**src/rtl/neighbor_table_with_aging_unit_macros.svh**
```systemverilog
// Assertion helpers for the RTL.
`ifndef NEIGHBOR_TABLE_WITH_AGING_UNIT_MACROS_SVH
`define NEIGHBOR_TABLE_WITH_AGING_UNIT_MACROS_SVH

// Same-cycle implication, checked out of reset.
`define NT_ASSERT_IMPLY(lbl, ante, cons, msg) \
  lbl: assert property (@(posedge clk) disable iff (!rst_n) (ante) |-> (cons)) \
    else $error(msg);

// Next-cycle implication, checked out of reset.
`define NT_ASSERT_NEXT(lbl, ante, cons, msg) \
  lbl: assert property (@(posedge clk) disable iff (!rst_n) (ante) |=> (cons)) \
    else $error(msg);

`endif

```
**src/rtl/nt_pkg.sv**
```systemverilog
package nt_pkg;

  localparam int NT_MAX_ENTRIES   = 16;
  localparam int NT_HISTORY_DEPTH = 4;

  // Fixed field widths
  localparam int NT_ID_W   = 16;
  localparam int NT_DIST_W = 8;
  localparam int NT_BYTE_W = 8;
  localparam int NT_GRAD_W = 16;
  localparam int NT_TIME_W = 32;
  localparam int NT_OUT_W  = 4;

  // Register port
  localparam int NT_ADDR_W = 3;
  localparam int NT_DATA_W = 32;
  localparam logic [NT_TIME_W-1:0] NT_AGE_LIMIT_RST = 32'd64;
  localparam logic REG_AGE_LIMIT = 1'b0;  // word index, paddr[2]

  // Item actions
  localparam logic ACT_MSG   = 1'b0;
  localparam logic ACT_PURGE = 1'b1;

  typedef struct packed {
    logic latch;     // capture input item, clear result flags
    logic idx_clr;
    logic idx_inc;
    logic idx_top;   // idx <= count - 1
    logic idx_dec;
    logic rd_last;   // read the last record instead of idx
    logic wr_upd;    // refresh record at idx from read data
    logic wr_new;    // append record at idx
    logic wr_move;   // copy read record into idx, shrink table
    logic set_drop;
    logic res_load;  // load result register
  } nt_cmd_t;

  typedef struct packed {
    logic purge;
    logic at_end;    // idx == count
    logic full;
    logic hit;       // read id matches sender
    logic aged;      // read record is past age limit
    logic idx_zero;
    logic empty;
    logic out_free;
  } nt_sts_t;

endpackage

```
**src/rtl/nt_ram.sv**
```systemverilog
module nt_ram #(
  parameter int WIDTH = 8,
  parameter int DEPTH = 16
) (
  input  logic                     clk,
  input  logic                     we,
  input  logic [$clog2(DEPTH)-1:0] waddr,
  input  logic [WIDTH-1:0]         wdata,
  input  logic [$clog2(DEPTH)-1:0] raddr,
  output logic [WIDTH-1:0]         rdata
);

  logic [WIDTH-1:0] mem [DEPTH];
  logic [WIDTH-1:0] rdata_r;

  always_ff @(posedge clk) begin
    if (we) begin
      mem[waddr] <= wdata;
    end
    rdata_r <= mem[raddr];
  end

  assign rdata = rdata_r;

endmodule

```
**src/rtl/nt_ctrl.sv**
```systemverilog
module nt_ctrl (
  input  logic            clk,
  input  logic            rst_n,
  input  logic            in_valid,
  output logic            in_ready,
  input  nt_pkg::nt_sts_t sts,
  output nt_pkg::nt_cmd_t cmd
);

  import nt_pkg::*;

  localparam logic [3:0] S_IDLE     = 4'd0;
  localparam logic [3:0] S_START    = 4'd1;
  localparam logic [3:0] S_SRCH_RD  = 4'd2;
  localparam logic [3:0] S_SRCH_CMP = 4'd3;
  localparam logic [3:0] S_PRG_RD   = 4'd4;
  localparam logic [3:0] S_PRG_TEST = 4'd5;
  localparam logic [3:0] S_PRG_LAST = 4'd6;
  localparam logic [3:0] S_PRG_MOVE = 4'd7;
  localparam logic [3:0] S_DONE     = 4'd8;

  logic [3:0] state_r, state_nxt;

  always_ff @(posedge clk) begin
    if (!rst_n) begin
      state_r <= S_IDLE;
    end else begin
      state_r <= state_nxt;
    end
  end

  always_comb begin
    state_nxt = state_r;
    cmd       = '0;
    in_ready  = 1'b0;
    case (state_r)
      S_IDLE: begin
        in_ready = 1'b1;
        if (in_valid) begin
          cmd.latch   = 1'b1;
          cmd.idx_clr = 1'b1;
          state_nxt   = S_START;
        end
      end
      S_START: begin
        if (!sts.purge) begin
          state_nxt = S_SRCH_RD;
        end else if (sts.empty) begin
          state_nxt = S_DONE;
        end else begin
          cmd.idx_top = 1'b1;
          state_nxt   = S_PRG_RD;
        end
      end
      S_SRCH_RD: begin
        if (!sts.at_end) begin
          state_nxt = S_SRCH_CMP;
        end else begin
          // unknown sender: append or drop
          if (sts.full) begin
            cmd.set_drop = 1'b1;
          end else begin
            cmd.wr_new = 1'b1;
          end
          state_nxt = S_DONE;
        end
      end
      S_SRCH_CMP: begin
        if (sts.hit) begin
          cmd.wr_upd = 1'b1;
          state_nxt  = S_DONE;
        end else begin
          cmd.idx_inc = 1'b1;
          state_nxt   = S_SRCH_RD;
        end
      end
      S_PRG_RD: begin
        state_nxt = S_PRG_TEST;
      end
      S_PRG_TEST: begin
        if (sts.aged) begin
          state_nxt = S_PRG_LAST;
        end else if (sts.idx_zero) begin
          state_nxt = S_DONE;
        end else begin
          cmd.idx_dec = 1'b1;
          state_nxt   = S_PRG_RD;
        end
      end
      S_PRG_LAST: begin
        cmd.rd_last = 1'b1;
        state_nxt   = S_PRG_MOVE;
      end
      S_PRG_MOVE: begin
        cmd.wr_move = 1'b1;
        if (sts.idx_zero) begin
          state_nxt = S_DONE;
        end else begin
          cmd.idx_dec = 1'b1;
          state_nxt   = S_PRG_RD;
        end
      end
      S_DONE: begin
        if (sts.out_free) begin
          cmd.res_load = 1'b1;
          state_nxt    = S_IDLE;
        end
      end
      default: begin
        state_nxt = S_IDLE;
      end
    endcase
  end

endmodule

```
**src/rtl/nt_dp.sv**
```systemverilog
`include "neighbor_table_with_aging_unit_macros.svh"

module nt_dp #(
  parameter int MAX_ENTRIES   = nt_pkg::NT_MAX_ENTRIES,
  parameter int HISTORY_DEPTH = nt_pkg::NT_HISTORY_DEPTH
) (
  input  logic                           clk,
  input  logic                           rst_n,
  input  nt_pkg::nt_cmd_t                cmd,
  output nt_pkg::nt_sts_t                sts,
  input  logic [nt_pkg::NT_TIME_W-1:0]   age_limit,
  input  logic                           in_action,
  input  logic [nt_pkg::NT_ID_W-1:0]     in_sender_id,
  input  logic [nt_pkg::NT_DIST_W-1:0]   in_distance,
  input  logic [nt_pkg::NT_BYTE_W-1:0]   in_sender_neighbor_count,
  input  logic [nt_pkg::NT_BYTE_W-1:0]   in_sender_state,
  input  logic [nt_pkg::NT_GRAD_W-1:0]   in_sender_gradient,
  input  logic [nt_pkg::NT_TIME_W-1:0]   in_now,
  output logic                           out_valid,
  input  logic                           out_ready,
  output logic [nt_pkg::NT_OUT_W-1:0]    out_slot,
  output logic                           out_was_new,
  output logic                           out_dropped,
  output logic [nt_pkg::NT_OUT_W-1:0]    out_removed,
  output logic [nt_pkg::NT_OUT_W-1:0]    out_neighbor_count
);

  import nt_pkg::*;

  localparam int IW = $clog2(MAX_ENTRIES);
  localparam int PW = (HISTORY_DEPTH > 1) ? $clog2(HISTORY_DEPTH) : 1;
  localparam int RPT_W = NT_BYTE_W + NT_BYTE_W + NT_GRAD_W;

  // Record row: id | time | report | history pointer | distance history
  localparam int ID_LO   = 0;
  localparam int TIME_LO = ID_LO + NT_ID_W;
  localparam int RPT_LO  = TIME_LO + NT_TIME_W;
  localparam int PTR_LO  = RPT_LO + RPT_W;
  localparam int HIST_LO = PTR_LO + PW;
  localparam int ROW_W   = HIST_LO + NT_DIST_W * HISTORY_DEPTH;

  localparam logic [IW-1:0] CNT_MAX  = IW'(MAX_ENTRIES - 1);
  localparam logic [PW-1:0] PTR_LAST = PW'(HISTORY_DEPTH - 1);

  // Captured item
  logic                 purge_r;
  logic [NT_ID_W-1:0]   id_r;
  logic [NT_DIST_W-1:0] dist_r;
  logic [RPT_W-1:0]     rpt_r;
  logic [NT_TIME_W-1:0] now_r;

  logic [IW-1:0] cnt_r;
  logic [IW-1:0] idx_r;
  logic [IW-1:0] removed_r;
  logic          was_new_r;
  logic          dropped_r;

  logic                 out_valid_r;
  logic [NT_OUT_W-1:0]  out_slot_r;
  logic                 out_was_new_r;
  logic                 out_dropped_r;
  logic [NT_OUT_W-1:0]  out_removed_r;
  logic [NT_OUT_W-1:0]  out_count_r;

  logic                 ram_we;
  logic [IW-1:0]        ram_raddr;
  logic [ROW_W-1:0]     ram_wdata;
  logic [ROW_W-1:0]     rd_row;
  logic [ROW_W-1:0]     new_row;
  logic [ROW_W-1:0]     upd_row;
  logic [PW-1:0]        ptr_old;
  logic [PW-1:0]        ptr_new;
  logic [NT_TIME_W-1:0] age;

  always_ff @(posedge clk) begin
    if (cmd.latch) begin
      purge_r <= (in_action == ACT_PURGE);
      id_r    <= in_sender_id;
      dist_r  <= in_distance;
      rpt_r   <= {in_sender_gradient, in_sender_state, in_sender_neighbor_count};
      now_r   <= in_now;
    end
  end

  always_ff @(posedge clk) begin
    if (cmd.idx_clr) begin
      idx_r <= '0;
    end else if (cmd.idx_inc) begin
      idx_r <= idx_r + 1'b1;
    end else if (cmd.idx_top) begin
      idx_r <= cnt_r - 1'b1;
    end else if (cmd.idx_dec) begin
      idx_r <= idx_r - 1'b1;
    end
  end

  always_ff @(posedge clk) begin
    if (!rst_n) begin
      cnt_r <= '0;
    end else if (cmd.wr_new) begin
      cnt_r <= cnt_r + 1'b1;
    end else if (cmd.wr_move) begin
      cnt_r <= cnt_r - 1'b1;
    end
  end

  always_ff @(posedge clk) begin
    if (cmd.latch) begin
      removed_r <= '0;
      was_new_r <= 1'b0;
      dropped_r <= 1'b0;
    end else begin
      if (cmd.wr_move) begin
        removed_r <= removed_r + 1'b1;
      end
      if (cmd.wr_new) begin
        was_new_r <= 1'b1;
      end
      if (cmd.set_drop) begin
        dropped_r <= 1'b1;
      end
    end
  end

  // Record rows
  assign ptr_old = rd_row[PTR_LO +: PW];
  assign ptr_new = (ptr_old < PTR_LAST) ? ptr_old + 1'b1 : '0;

  always_comb begin
    new_row = '0;
    new_row[ID_LO +: NT_ID_W]     = id_r;
    new_row[TIME_LO +: NT_TIME_W] = now_r;
    new_row[RPT_LO +: RPT_W]      = rpt_r;
    new_row[PTR_LO +: PW]         = '0;
    for (int k = 0; k < HISTORY_DEPTH; k++) begin
      new_row[HIST_LO + k*NT_DIST_W +: NT_DIST_W] = dist_r;
    end
  end

  always_comb begin
    upd_row = rd_row;
    upd_row[ID_LO +: NT_ID_W]     = id_r;
    upd_row[TIME_LO +: NT_TIME_W] = now_r;
    upd_row[RPT_LO +: RPT_W]      = rpt_r;
    upd_row[PTR_LO +: PW]         = ptr_new;
    for (int k = 0; k < HISTORY_DEPTH; k++) begin
      if (PW'(k) == ptr_new) begin
        upd_row[HIST_LO + k*NT_DIST_W +: NT_DIST_W] = dist_r;
      end
    end
  end

  assign ram_we    = cmd.wr_new | cmd.wr_upd | cmd.wr_move;
  assign ram_raddr = cmd.rd_last ? cnt_r - 1'b1 : idx_r;
  assign ram_wdata = cmd.wr_new ? new_row : (cmd.wr_upd ? upd_row : rd_row);

  nt_ram #(
    .WIDTH (ROW_W),
    .DEPTH (MAX_ENTRIES)
  ) u_rec_ram (
    .clk   (clk),
    .we    (ram_we),
    .waddr (idx_r),
    .wdata (ram_wdata),
    .raddr (ram_raddr),
    .rdata (rd_row)
  );

  assign age = now_r - rd_row[TIME_LO +: NT_TIME_W];

  always_comb begin
    sts          = '0;
    sts.purge    = purge_r;
    sts.at_end   = (idx_r == cnt_r);
    sts.full     = (cnt_r == CNT_MAX);
    sts.hit      = (rd_row[ID_LO +: NT_ID_W] == id_r);
    sts.aged     = (age > age_limit);
    sts.idx_zero = (idx_r == '0);
    sts.empty    = (cnt_r == '0);
    sts.out_free = ~out_valid_r | out_ready;
  end

  // Result register
  always_ff @(posedge clk) begin
    if (!rst_n) begin
      out_valid_r <= 1'b0;
    end else if (cmd.res_load) begin
      out_valid_r <= 1'b1;
    end else if (out_ready) begin
      out_valid_r <= 1'b0;
    end
  end

  always_ff @(posedge clk) begin
    if (cmd.res_load) begin
      out_slot_r    <= (purge_r | dropped_r) ? '0 : NT_OUT_W'(idx_r);
      out_was_new_r <= was_new_r;
      out_dropped_r <= dropped_r;
      out_removed_r <= NT_OUT_W'(removed_r);
      out_count_r   <= NT_OUT_W'(cnt_r);
    end
  end

  assign out_valid          = out_valid_r;
  assign out_slot           = out_slot_r;
  assign out_was_new        = out_was_new_r;
  assign out_dropped        = out_dropped_r;
  assign out_removed        = out_removed_r;
  assign out_neighbor_count = out_count_r;

  `NT_ASSERT_IMPLY(a_cnt_bound, 1'b1, cnt_r <= CNT_MAX, "table count past capacity")
  `NT_ASSERT_IMPLY(a_new_room, cmd.wr_new, cnt_r != CNT_MAX && idx_r == cnt_r, "append bad")
  `NT_ASSERT_NEXT(a_move_dec, cmd.wr_move, cnt_r == $past(cnt_r) - 1'b1, "move count slip")
  `NT_ASSERT_NEXT(a_load_valid, cmd.res_load, out_valid_r, "result not presented")

endmodule

```
**src/rtl/neighbor_table_with_aging_unit.sv**
```systemverilog
// Channel   Handshake           Payload
// in_       in_valid/in_ready   action, sender_id, distance, sender_neighbor_count,
//                               sender_state, sender_gradient, now
// out_      out_valid/out_ready slot, was_new, dropped, removed, neighbor_count
// config    psel/penable/pready paddr, pwdata, prdata (age_limit at byte 0)
//
// One item at a time. A message scans records from slot 0 until a hit, or to the
// end for an append or drop; a purge scans records from the top down. Every record
// access goes through the single read port of the record RAM (registered read), one
// access per scan step.
// Reset (rst_n low, synchronous) empties the table; no clearing pass.
// A result waits in the output register; the next item is taken meanwhile and
// its own result waits for that register to free up.

module neighbor_table_with_aging_unit #(
  parameter int MAX_ENTRIES   = nt_pkg::NT_MAX_ENTRIES,
  parameter int HISTORY_DEPTH = nt_pkg::NT_HISTORY_DEPTH
) (
  input  logic                           clk,
  input  logic                           rst_n,
  // input items
  input  logic                           in_valid,
  output logic                           in_ready,
  input  logic                           in_action,
  input  logic [nt_pkg::NT_ID_W-1:0]     in_sender_id,
  input  logic [nt_pkg::NT_DIST_W-1:0]   in_distance,
  input  logic [nt_pkg::NT_BYTE_W-1:0]   in_sender_neighbor_count,
  input  logic [nt_pkg::NT_BYTE_W-1:0]   in_sender_state,
  input  logic [nt_pkg::NT_GRAD_W-1:0]   in_sender_gradient,
  input  logic [nt_pkg::NT_TIME_W-1:0]   in_now,
  // result items
  output logic                           out_valid,
  input  logic                           out_ready,
  output logic [nt_pkg::NT_OUT_W-1:0]    out_slot,
  output logic                           out_was_new,
  output logic                           out_dropped,
  output logic [nt_pkg::NT_OUT_W-1:0]    out_removed,
  output logic [nt_pkg::NT_OUT_W-1:0]    out_neighbor_count,
  // register port
  input  logic                           psel,
  input  logic                           penable,
  input  logic                           pwrite,
  input  logic [nt_pkg::NT_ADDR_W-1:0]   paddr,
  input  logic [nt_pkg::NT_DATA_W-1:0]   pwdata,
  output logic [nt_pkg::NT_DATA_W-1:0]   prdata,
  output logic                           pready
);

  import nt_pkg::*;

  logic [NT_TIME_W-1:0] age_limit_r;
  logic                 reg_hit;
  nt_cmd_t              cmd;
  nt_sts_t              sts;

  // Register decode: word index is paddr[2]; low bits ignored.
  assign reg_hit = (paddr[2] == REG_AGE_LIMIT);
  assign pready  = 1'b1;
  assign prdata  = reg_hit ? age_limit_r : '0;

  always_ff @(posedge clk) begin
    if (!rst_n) begin
      age_limit_r <= NT_AGE_LIMIT_RST;
    end else if (psel && penable && pwrite && pready && reg_hit) begin
      age_limit_r <= pwdata;
    end
  end

  // Sequencer: search, append/refresh, purge scan and result hand-off.
  nt_ctrl u_ctrl (
    .clk      (clk),
    .rst_n    (rst_n),
    .in_valid (in_valid),
    .in_ready (in_ready),
    .sts      (sts),
    .cmd      (cmd)
  );

  // Record RAM, counters, compares and result register.
  nt_dp #(
    .MAX_ENTRIES   (MAX_ENTRIES),
    .HISTORY_DEPTH (HISTORY_DEPTH)
  ) u_dp (
    .clk                      (clk),
    .rst_n                    (rst_n),
    .cmd                      (cmd),
    .sts                      (sts),
    .age_limit                (age_limit_r),
    .in_action                (in_action),
    .in_sender_id             (in_sender_id),
    .in_distance              (in_distance),
    .in_sender_neighbor_count (in_sender_neighbor_count),
    .in_sender_state          (in_sender_state),
    .in_sender_gradient       (in_sender_gradient),
    .in_now                   (in_now),
    .out_valid                (out_valid),
    .out_ready                (out_ready),
    .out_slot                 (out_slot),
    .out_was_new              (out_was_new),
    .out_dropped              (out_dropped),
    .out_removed              (out_removed),
    .out_neighbor_count       (out_neighbor_count)
  );

endmodule

```
**config.mk**
```make
export PLATFORM = sky130hd
export DESIGN_NAME = neighbor_table_with_aging_unit
export DESIGN_NICKNAME = d
export VERILOG_FILES = /design/src/rtl/nt_pkg.sv /design/src/rtl/nt_ram.sv /design/src/rtl/nt_ctrl.sv /design/src/rtl/nt_dp.sv /design/src/rtl/neighbor_table_with_aging_unit.sv
export VERILOG_INCLUDE_DIRS = /design/src /design/src/rtl
export SDC_FILE = /design/constraint.sdc
export NUM_CORES = 1
export LEC_CHECK = 0
export BUFFER_PORTS_ARGS = -buffer_cell sky130_fd_sc_hd__buf_4
export CORE_UTILIZATION = 61
export DETAILED_ROUTE_END_ITERATION = 10
export HOLD_SLACK_MARGIN = 0.03
export PLACE_DENSITY_LB_ADDON = 0.3
export SLEW_MARGIN = 15
export SYNTH_ARGS = -nofsm -noshare
export SYNTH_HDL_FRONTEND = slang
export SYNTH_SLANG_ARGS = --single-unit
export TNS_END_PERCENT = 5
```
**constraint.sdc**
```tcl
create_clock -name clk -period 6.3 [get_ports clk]
set_clock_uncertainty 0.05 [all_clocks]
set_input_delay 0.63 -clock clk [delete_from_list [all_inputs] [get_ports clk]]
set_output_delay 0.63 -clock clk [all_outputs]
set_load 0.02 [all_outputs]
```
Word level (Yosys, flattened, before mapping):

Memories as Yosys holds them, arrays and structs flattened. A register that Yosys moved wholly into a read port is not among the register bits.
Cells that the tools add are included.

* $add $sub $neg: 7
* $mul: 0
* divide/modulo/power cells: 0
* order comparisons: 2
* equality and inequality tests: 16
* shift-type cells: 0
* multiplexer cells: 50
* bitwise logic cells: 6
* reduce and logical (&&, ||, !) cells: 11

Operators with widths (number)
* 114-bit 2-to-1 mux: 2
* 4-bit 2-to-1 mux: 14
* 4-bit one-hot mux with 9 select lines: 1
* 32-bit > comparator: 1
* 32-bit 2-to-1 mux: 1
* 8-bit 2-to-1 mux: 4
* 32-bit subtractor: 1
* 1-bit 2-to-1 mux: 24
* 16-bit == test: 1
* 4-bit by 3-bit == test with 1-bit output (second input constant): 4
* 4-bit by 1-bit adder with 4-bit output (second input constant): 3
* 4-bit zero test: 3
* 4-bit by 2-bit == test with 1-bit output (second input constant): 2
* 4-bit == test (second input constant): 2
* 4-bit by 1-bit subtractor with 4-bit output (second input constant): 2
* 2-bit 2-to-1 mux: 3
* 2-bit == test (first input constant): 2
* 4-bit by 1-bit == test with 1-bit output (second input constant): 1
* 4-bit == test: 1
* 2-bit inequality test (second input constant): 2
* 1-bit bitwise OR: 4
* 2-bit nonzero test: 2
* 1-bit logical AND: 3
* 3-bit nonzero test: 1
* other kinds (7): 8

* register bits: 154
* bits in latches: 0
* RAM bits: 1824
* memory bits (read-only): 0
* output and inout port bits: 49
* word-level logic and storage cells: 111
* memories: 1

Memory list
* u_dp.u_rec_ram.mem: words 16, bits a word 114, read ports 1, clocked after Yosys merged registers in 1, wr ports 1, RTL line nt_ram.sv:13 `logic [WIDTH-1:0] mem [DEPTH];`

Logic depth before layout (Yosys ltp):

Gate-level depths: netlist of run 1.

* word-level depth: 8
* mapped depth: 21
* depth with buffers taken out: 21

Hierarchy:

From an unflattened synthesis of run 1, not the netlist that was laid out.

* cell total of the unflattened synthesis: 3941
* area, all modules: 80703.7 um2

Modules (own cells, without submodules)
* nt_ram: instances 1, cells each 2916, area each 70400.0 um2, seq. area each 57054.7 um2
* nt_dp: instances 1, cells each 796, area each 8369.3 um2, seq. area each 3393.3 um2
* neighbor_table_with_aging_unit: instances 1, cells each 177, area each 1542.7 um2, seq. area each 640.6 um2
* nt_ctrl: instances 1, cells each 52, area each 391.6 um2, seq. area each 80.1 um2

Least setup slack after synthesis of run 1:

OpenSTA, ideal clock, no wires.

* path type: register to register
* from: reg u_dp.now_r[0]
* to: reg u_dp.idx_r[0]
* library setup time: 143 ps
* arrival time: 4361 ps
* path slack: 1745 ps
* cell stages (with the launch flop): 21
* path buffers: 0
* clock period less this slack: 4555 ps
* cell sequence: edfxtp_1 inv_1 ha_1 inv_1 fa_1 a211oi_1 nor2_1 o31ai_1 o211ai_1 a21oi_1 a21oi_1 o31ai_1 xnor2_1 ha_1 nand4_1 nor3_1 nand4_1 o32ai_2 a31oi_1 o2111a_1 a2111oi_1

* cells in the longest elaborated chain, start to end: 5

Ends and longest elaborated chain
* start, declared: RTL line nt_dp.sv:50 `logic [NT_TIME_W-1:0] now_r;`
* start signal, assigned: RTL line nt_dp.sv:81 `now_r <= in_now;`
* 32-bit subtractor: RTL line nt_dp.sv:169 `assign age = now_r - rd_row[TIME_LO +: NT_TIME_W];`
* 32-bit > comparator: RTL line nt_dp.sv:177 `sts.aged = (age > age_limit);`
* 1-bit 2-to-1 mux: RTL line nt_ctrl.sv:81 `if (sts.aged) begin`
* 1-bit one-hot mux with 2 select lines: RTL line nt_ctrl.sv:36 `case (state_r)`
* 3-bit nonzero test (no line)
* end signal, assigned: RTL line nt_dp.sv:89 `idx_r <= idx_r + 1'b1;`
* end signal, assigned: RTL line nt_dp.sv:91 `idx_r <= cnt_r - 1'b1;`
* end signal, assigned: RTL line nt_dp.sv:93 `idx_r <= idx_r - 1'b1;`
* end, declared: RTL line nt_dp.sv:53 `logic [IW-1:0] idx_r;`

No other way between the ends.
A chain may end at the register's enable or synchronous reset.

Worst setup path in the final report of run 1:

* from: reg u_dp.now_r[0]
* to: reg u_dp.idx_r[1]

The elaborated chain is that of the path after synthesis.

==> results of run 1 <==
-- flip-flops by register name, indices dropped and copies added (netlist names), 4 cells and up --
| name | cells |
|---|---|
| u_dp.u_rec_ram.mem | 768 |
| u_dp.out_slot | 4 |
| u_dp.now_r | 32 |
| u_dp.u_rec_ram.rdata | 48 |
| u_dp.idx_r | 4 |
| u_ctrl.state_r | 4 |
| u_dp.out_neighbor_count | 4 |
| u_dp.cnt_r | 4 |
| u_dp.id_r | 16 |
| age_limit_r | 32 |
| u_dp.removed_r | 4 |
| u_dp.out_removed | 4 |
-- kinds of logic (layout without fill, tap and decap cells) --
logic type                 Yosys count  in the layout  share of synthesized area, %
AOI/OAI and AO/OA                  266            266                         4.588
other                                1              1                      0.009815
muxes                              290            290                         14.50
adders and majority gates           72             72                         2.377
DFF                                930            930                         70.50
buffers and inverters              171            412                         2.237
xor gates and xnor gates            54             54                         1.238
and+or+nand+nor                    345            345                         4.552
-- routing by layer --
layer,track usage (%),up-vias
met2,44.97,1034
met5,0,-
met3,4.140,156
met4,8.745,0
met1,37.79,10420
li1,-,8749
-- power groups by stage --
stage	logic, W	clock network, W	registers, W
floorplan	0.00218	0	0.00778
global placement	0.00291	0	0.00783
detailed placement	0.00305	0	0.00785
CTS	0.00309	0.00561	0.00772
global route	0.00343	0.00583	0.00774
finish	0.00314	0.00554	0.00773
-- placed cells by master, fill, tap and decap left out, drive strengths merged, types with 14 or more instances in the layout --
cell,instances
mux2,47
mux2i,51
inv,78
ha,71
nor2,77
nand2,99
nor2b,61
a21boi,33
clkbuf,118
clkinv,35
nand4,15
nand3,16
mux4,192
edfxtp,831
a21o,14
o21ai,28
xnor2,26
a211oi,58
xor2,28
and2,14
dfxtp,99
buf,168
nor3,16
a21oi,89
-- final cells by class --
type,instances,share of cell area (%)
inverter,73,0.6324
clock inverter,53,1.415
timing repair buffer,168,3.361
clock buffer,118,5.680
tap,837,2.417
multi-input combinational,1028,24.33
sequential,930,62.16
-- worst paths after layout --
kind	start	endpoint	slack, ns	cells after the start
max	u_dp.now_r[0]	u_dp.idx_r[1]	0.20	21
min	in_sender_id[10]	u_dp.id_r[10]	0.11	1
max reg2reg	u_dp.now_r[0]	u_dp.idx_r[1]	0.20	21
min reg2reg	u_dp.was_new_r	u_dp.out_was_new	0.40	0
-- stage by stage --
stage / power (W) / hold slack (ns) / setup slack, ns / cells
after global routing: 0.01700 / 0.09678 / 0.08013 / 3207
after floorplan: 0.009961 / 0.3590 / 1.745 / 2129
after detailed placement: 0.01090 / 0.3749 / 0.4693 / 3035
after CTS: 0.01642 / 0.08339 / 0.4073 / 3206
after global placement: 0.01074 / 0.3666 / 0.7083 / 3035
final: 0.01641 / 0.1114 / 0.1983 / 3207
==> impl_metrics.env, run 1 <==
export IMPL_grt_pass1_wl_mm=126.7
export IMPL_numCtsBuffers=91
export IMPL_rsz0062_at_grt="false"
export IMPL_grt_usage_pct=27.24
export IMPL_clock_path_buffers=3
export IMPL_power_density_nw_per_um2=378.8
export IMPL_fin_crit_ns=6.102
export IMPL_synth_distinct_cells=66
export IMPL_yosysMostFrequentCell="edfxtp_1"
export IMPL_required_ns=6.77
export IMPL_start_util_pct=61.80
export IMPL_ir_drop_mv=0.2276
export IMPL_nets=2495
export IMPL_utilization_pct=70.08
export IMPL_drc=0
export IMPL_drive_above_1_share_pct=24.14
export IMPL_finalMaxSlewViolations=0
export IMPL_worstMarginPinSlew_ns=1.164
export IMPL_p_leak_nw=14.90
export IMPL_synth_area_top_cells="edfxtp_1 (65%), mux4_2 (11%), dfxtp_1 (5.2%)"
export IMPL_top_layer_used="met4"
export IMPL_clk_pin_slew_ns=0.06
export IMPL_path_buf_inv=2
export IMPL_maxCapViolCount=0
export IMPL_cp_arrival_ns=6.57
export IMPL_status="completed"
export IMPL_post_dp_hpwl_mm=44.05
export IMPL_hold_buffers=0
export IMPL_vias_per_cell=6.348
export IMPL_multi_input_area_um2=10540
export IMPL_clock_latency_ns=0.65
export IMPL_synth_flop_cell="edfxtp_1"
export IMPL_post_synth_top_area_cell="edfxtp_1"
export IMPL_synthArstFlopShare_pct=0
export IMPL_cts_setup_buffers=0
export IMPL_num_vias=20360
export IMPL_cts_root_buf="clkbuf_16"
export IMPL_coreArea_um2=61830
export IMPL_yosys_top_cells_count="edfxtp_1 (831), mux4_2 (192), dfxtp_1 (99)"
export IMPL_wl_per_cell_um=26.58
export IMPL_die_h_um=252.3
export IMPL_switchingPower_w=0.004367
export IMPL_start_kind="flip-flop"
export IMPL_drtAntennaViolNets=0
export IMPL_max_freq_mhz=163.9
export IMPL_drtIter0Drc=2241
export IMPL_die_area_um2=63640
export IMPL_synth_edf_count=831
export IMPL_cp_slowest_cell="o31ai_1"
export IMPL_clkPwrFrac_pct=33.8
export IMPL_criticalPathCategory="flip-flop to flip-flop"
export IMPL_cp_max_fo=5
export IMPL_min_path_type="primary input to flip-flop"
export IMPL_cp_top_family="compound AO/OA/AOI/OAI gates"
export IMPL_slowest_delay_ns=0.77
export IMPL_hold_viol_final=0
export IMPL_setup_viol=0
export IMPL_antenna_found_initial=0
export IMPL_cp_end_kind="flip-flop"
export IMPL_cts_sink_count=930
export IMPL_cts_tree="built"
export IMPL_period_share_pct=96.85
export IMPL_num_antenna_cells=0
export IMPL_synthCells=2129
export IMPL_first_pass_iters=6
export IMPL_globalplace_congestion=0.8853
export IMPL_ys_warn_count=0
export IMPL_rows=91
export IMPL_critical_path_cell_chain="inv_1, ha_1, inv_1, fa_1, a211oi_1, nor2_1, o31ai_1, o211ai_1, a21oi_1, a21oi_1, o31ai_1, xnor2_1, ha_1, nand4_1, nor3_1, nand4_1, o21ba_2, o21ai_0, a31oi_1, o21ai_0, mux2i_1"
export IMPL_power_internal_w=0.01204
export IMPL_seq_area_frac_synth_pct=70.50
export IMPL_grt_max_degree=145
export IMPL_pwr_share_seq_pct=47.1
export IMPL_synthesis_nets=2332
export IMPL_avgSynthCellArea_um2=17.95
export IMPL_ys_ff_latch=930
export IMPL_num_io_pins=180
export IMPL_h_tree_depth=3
export IMPL_seqCellArea_um2=26940
export IMPL_cts_resized=0
export IMPL_port_buffers=136
export IMPL_switching_share_pct=26.61
export IMPL_max_slew_margin_pct=22.33
export IMPL_wl_met2_mm=42.29
export IMPL_globalRoute_totalOverflow=0
export IMPL_areaGrowthSynthToFinish_pct=13.41
export IMPL_synth_top_cell_area_share_pct=65.31
export IMPL_die_x_um=252.3
export IMPL_met1_length_mm=33.54
export IMPL_routed_wl_met3_mm=7.336
export IMPL_grt_pass1_vias=20680
export IMPL_comb_power_share_pct=19.1
export IMPL_nFillCells=3739
export IMPL_placed_area_um2=40230
export IMPL_netlist_area_um2=38210
export IMPL_wl_mm=85.23
export IMPL_setup_tns_ns=0
export IMPL_final_area_um2=43330
No activity file was read; power rests on OpenSTA's default activity.
==> run 2: changes to the inputs <==
--- a/config.mk
+++ b/config.mk
@@ -7,7 +7,9 @@
 export NUM_CORES = 1
 export LEC_CHECK = 0
 export BUFFER_PORTS_ARGS = -buffer_cell sky130_fd_sc_hd__buf_4
-export CORE_UTILIZATION = 61
+export CELL_PAD_IN_SITES_DETAIL_PLACEMENT = 0
+export CELL_PAD_IN_SITES_GLOBAL_PLACEMENT = 1
+export CORE_UTILIZATION = 53
 export DETAILED_ROUTE_END_ITERATION = 10
 export HOLD_SLACK_MARGIN = 0.03
 export PLACE_DENSITY_LB_ADDON = 0.3
==> impl_metrics.env, run 2 (synthesis gave the netlist of run 1 again) <==
export IMPL_nFillCells=5096
export IMPL_num_antenna_cells=0
export IMPL_wl_mm=84.59
export IMPL_rsz0062_at_grt="false"
export IMPL_hold_viol_final=0
export IMPL_required_ns=6.77
export IMPL_start_kind="flip-flop"
export IMPL_clock_latency_ns=0.64
export IMPL_cp_end_kind="flip-flop"
export IMPL_first_pass_iters=6
export IMPL_antenna_found_initial=0
export IMPL_die_h_um=270.5
export IMPL_clk_pin_slew_ns=0.06
export IMPL_status="completed"
export IMPL_grt_pass1_vias=20530
export IMPL_num_vias=19910
export IMPL_wl_per_cell_um=25.39
export IMPL_startpoint="u_dp.now_r[0]"
export IMPL_r2r_end="u_dp.idx_r[0]"
export IMPL_max_slew_margin_pct=21.09
export IMPL_start_util_pct=53.54
export IMPL_port_buffers=136
export IMPL_final_cell_mix="edfxtp_1 (831), mux4_2 (192), buf_4 (166)"
export IMPL_rows=98
export IMPL_cts_tree="built"
export IMPL_cp_max_fo=5
export IMPL_fin_cells=3331
export IMPL_globalRoute_totalOverflow=0
export IMPL_min_path_type="primary input to flip-flop"
export IMPL_die_area_um2=73170
export IMPL_setup_viol=0
export IMPL_maxCapViolCount=0
export IMPL_clock_path_buffers=3
export IMPL_cts_setup_buffers=0
export IMPL_grt_usage_pct=23.37
export IMPL_fin_ws_ns=0.9101
export IMPL_cts_sink_count=930
export IMPL_ir_drop_mv=0.2422
export IMPL_layout_commonest_cell="edfxtp_1"
export IMPL_vias_per_cell=5.976
export IMPL_coreArea_um2=71360
export IMPL_p_leak_nw=14.99
export IMPL_largest_register_ffs=768
export IMPL_worstReg2RegStart="u_dp.now_r[0]"
export IMPL_worstRegToRegCells=21
export IMPL_period_share_pct=85.55
export IMPL_worstMarginPinSlew_ns=1.184
export IMPL_drtIter0Drc=1730
export IMPL_hold_buffers=0
export IMPL_dp_cells=3159
export IMPL_grt_max_degree=91
export IMPL_globalplace_congestion=0.8294
export IMPL_setup_tns_ns=0
export IMPL_drive_above_1_share_pct=25.07
export IMPL_nets=2507
export IMPL_grt_pass1_wl_mm=127.4
export IMPL_numCtsBuffers=93
export IMPL_drc=0
export IMPL_critPathCapture="u_dp.idx_r[0]"
export IMPL_cts_root_buf="clkbuf_16"
export IMPL_num_io_pins=180
export IMPL_h_tree_depth=3
export IMPL_place_ws_ns=0.8977
export IMPL_cts_resized=0
export IMPL_regMostFlops="u_dp.u_rec_ram.mem"
export IMPL_power_density_nw_per_um2=378.2
export IMPL_finalMaxSlewViolations=0
export IMPL_post_dp_hpwl_mm=46.38
export IMPL_fin_crit_ns=5.390
export IMPL_die_x_um=270.5
export IMPL_criticalPathCategory="flip-flop to flip-flop"
export IMPL_drtAntennaViolNets=0
export IMPL_cp_arrival_ns=5.86
export IMPL_max_freq_mhz=185.5
export IMPL_areaGrowthSynthToFinish_pct=14.09
export IMPL_rrSetupSlack_ns=0.91
[run 2: cell count changes in the layout (fill, tap and decap cells not counted), moves of 2 or more]
cell,previous run,this run
buf_4,153,166
clkbuf_8,4,16
clkinv_1,18,9
clkbuf_1,21,18
clkinvlp_4,0,3
buf_12,14,12
bufinv_16,13,11
[run 2: how the worst min path moves through the flow]
stage | from | endpoint | cells past startpoint
6_report | in_sender_id[10] | u_dp.id_r[10] | 1
4_1_cts | in_now[28] | u_dp.now_r[28] | 1
5_1_grt | in_action | u_dp.purge_r | 1
3_5_place_dp | u_dp.was_new_r | u_dp.out_was_new | 0
2_1_floorplan | u_dp.was_new_r | u_dp.out_was_new | 0
3_3_place_gp | u_dp.was_new_r | u_dp.out_was_new | 0
[run 2: layout make-up]
class	instances	area (um^2)	area share (%)
Timing Repair Buffer	178	1486	3.410
Tap cell	950	1189	2.727
Multi-Input combinational cell	1028	10550	24.19
Clock buffer	128	2640	6.056
Sequential cell	930	26940	61.79
Clock inverter	44	521.8	1.197
Inverter	73	274.0	0.6286
[run 2: worst max-delay path: stages, from the launching register on]
cell       delay [ns]
edfxtp_1         0.36
inv_1            0.08
ha_1             0.18
inv_1            0.06
fa_1             0.42
a211oi_1         0.23
nor2_1           0.10
o31ai_1          0.20
buf_4            0.19
o211ai_1         0.20
a21oi_1          0.38
a21oi_1          0.16
o31ai_1          0.30
xnor2_1          0.11
ha_1             0.29
nand4_1          0.14
nor3_1           0.31
nand4_1          0.18
o32ai_2          0.45
a31oi_1          0.26
o2111a_1         0.31
a2111oi_1        0.29
[run 2: report_power, final]
group	total, W	switching, W	leakage (nW)	internal, W
clock	0.00565	0.00227	1.55	0.00338
combinational	0.00312	0.00195	5.14	0.00117
sequential	0.00772	0.000148	8.30	0.00757
total	0.0165	0.00437	15.0	0.0121
[run 2: through the flow]
step	cell area, um^2	hold WS (ns)	total power [W]	utilization (%)
finish	43590	0.1163	0.01649	61.09
global route	43590	0.09899	0.01717	61.09
CTS	43590	0.08350	0.01657	61.08
detailed placement	40430	0.3729	0.01094	56.65
global placement	40430	0.3663	0.01080	56.65
floorplan	38210	0.3590	0.009961	-
[run 2: per-layer routing]
layer	up-vias	GRT usage, %	part of all wire, %
met4	0	5.575	1.4
met3	84	2.858	5.9
met2	703	38.81	50
li1	8772	-	-
met1	10350	33.23	43
met5	-	0	0
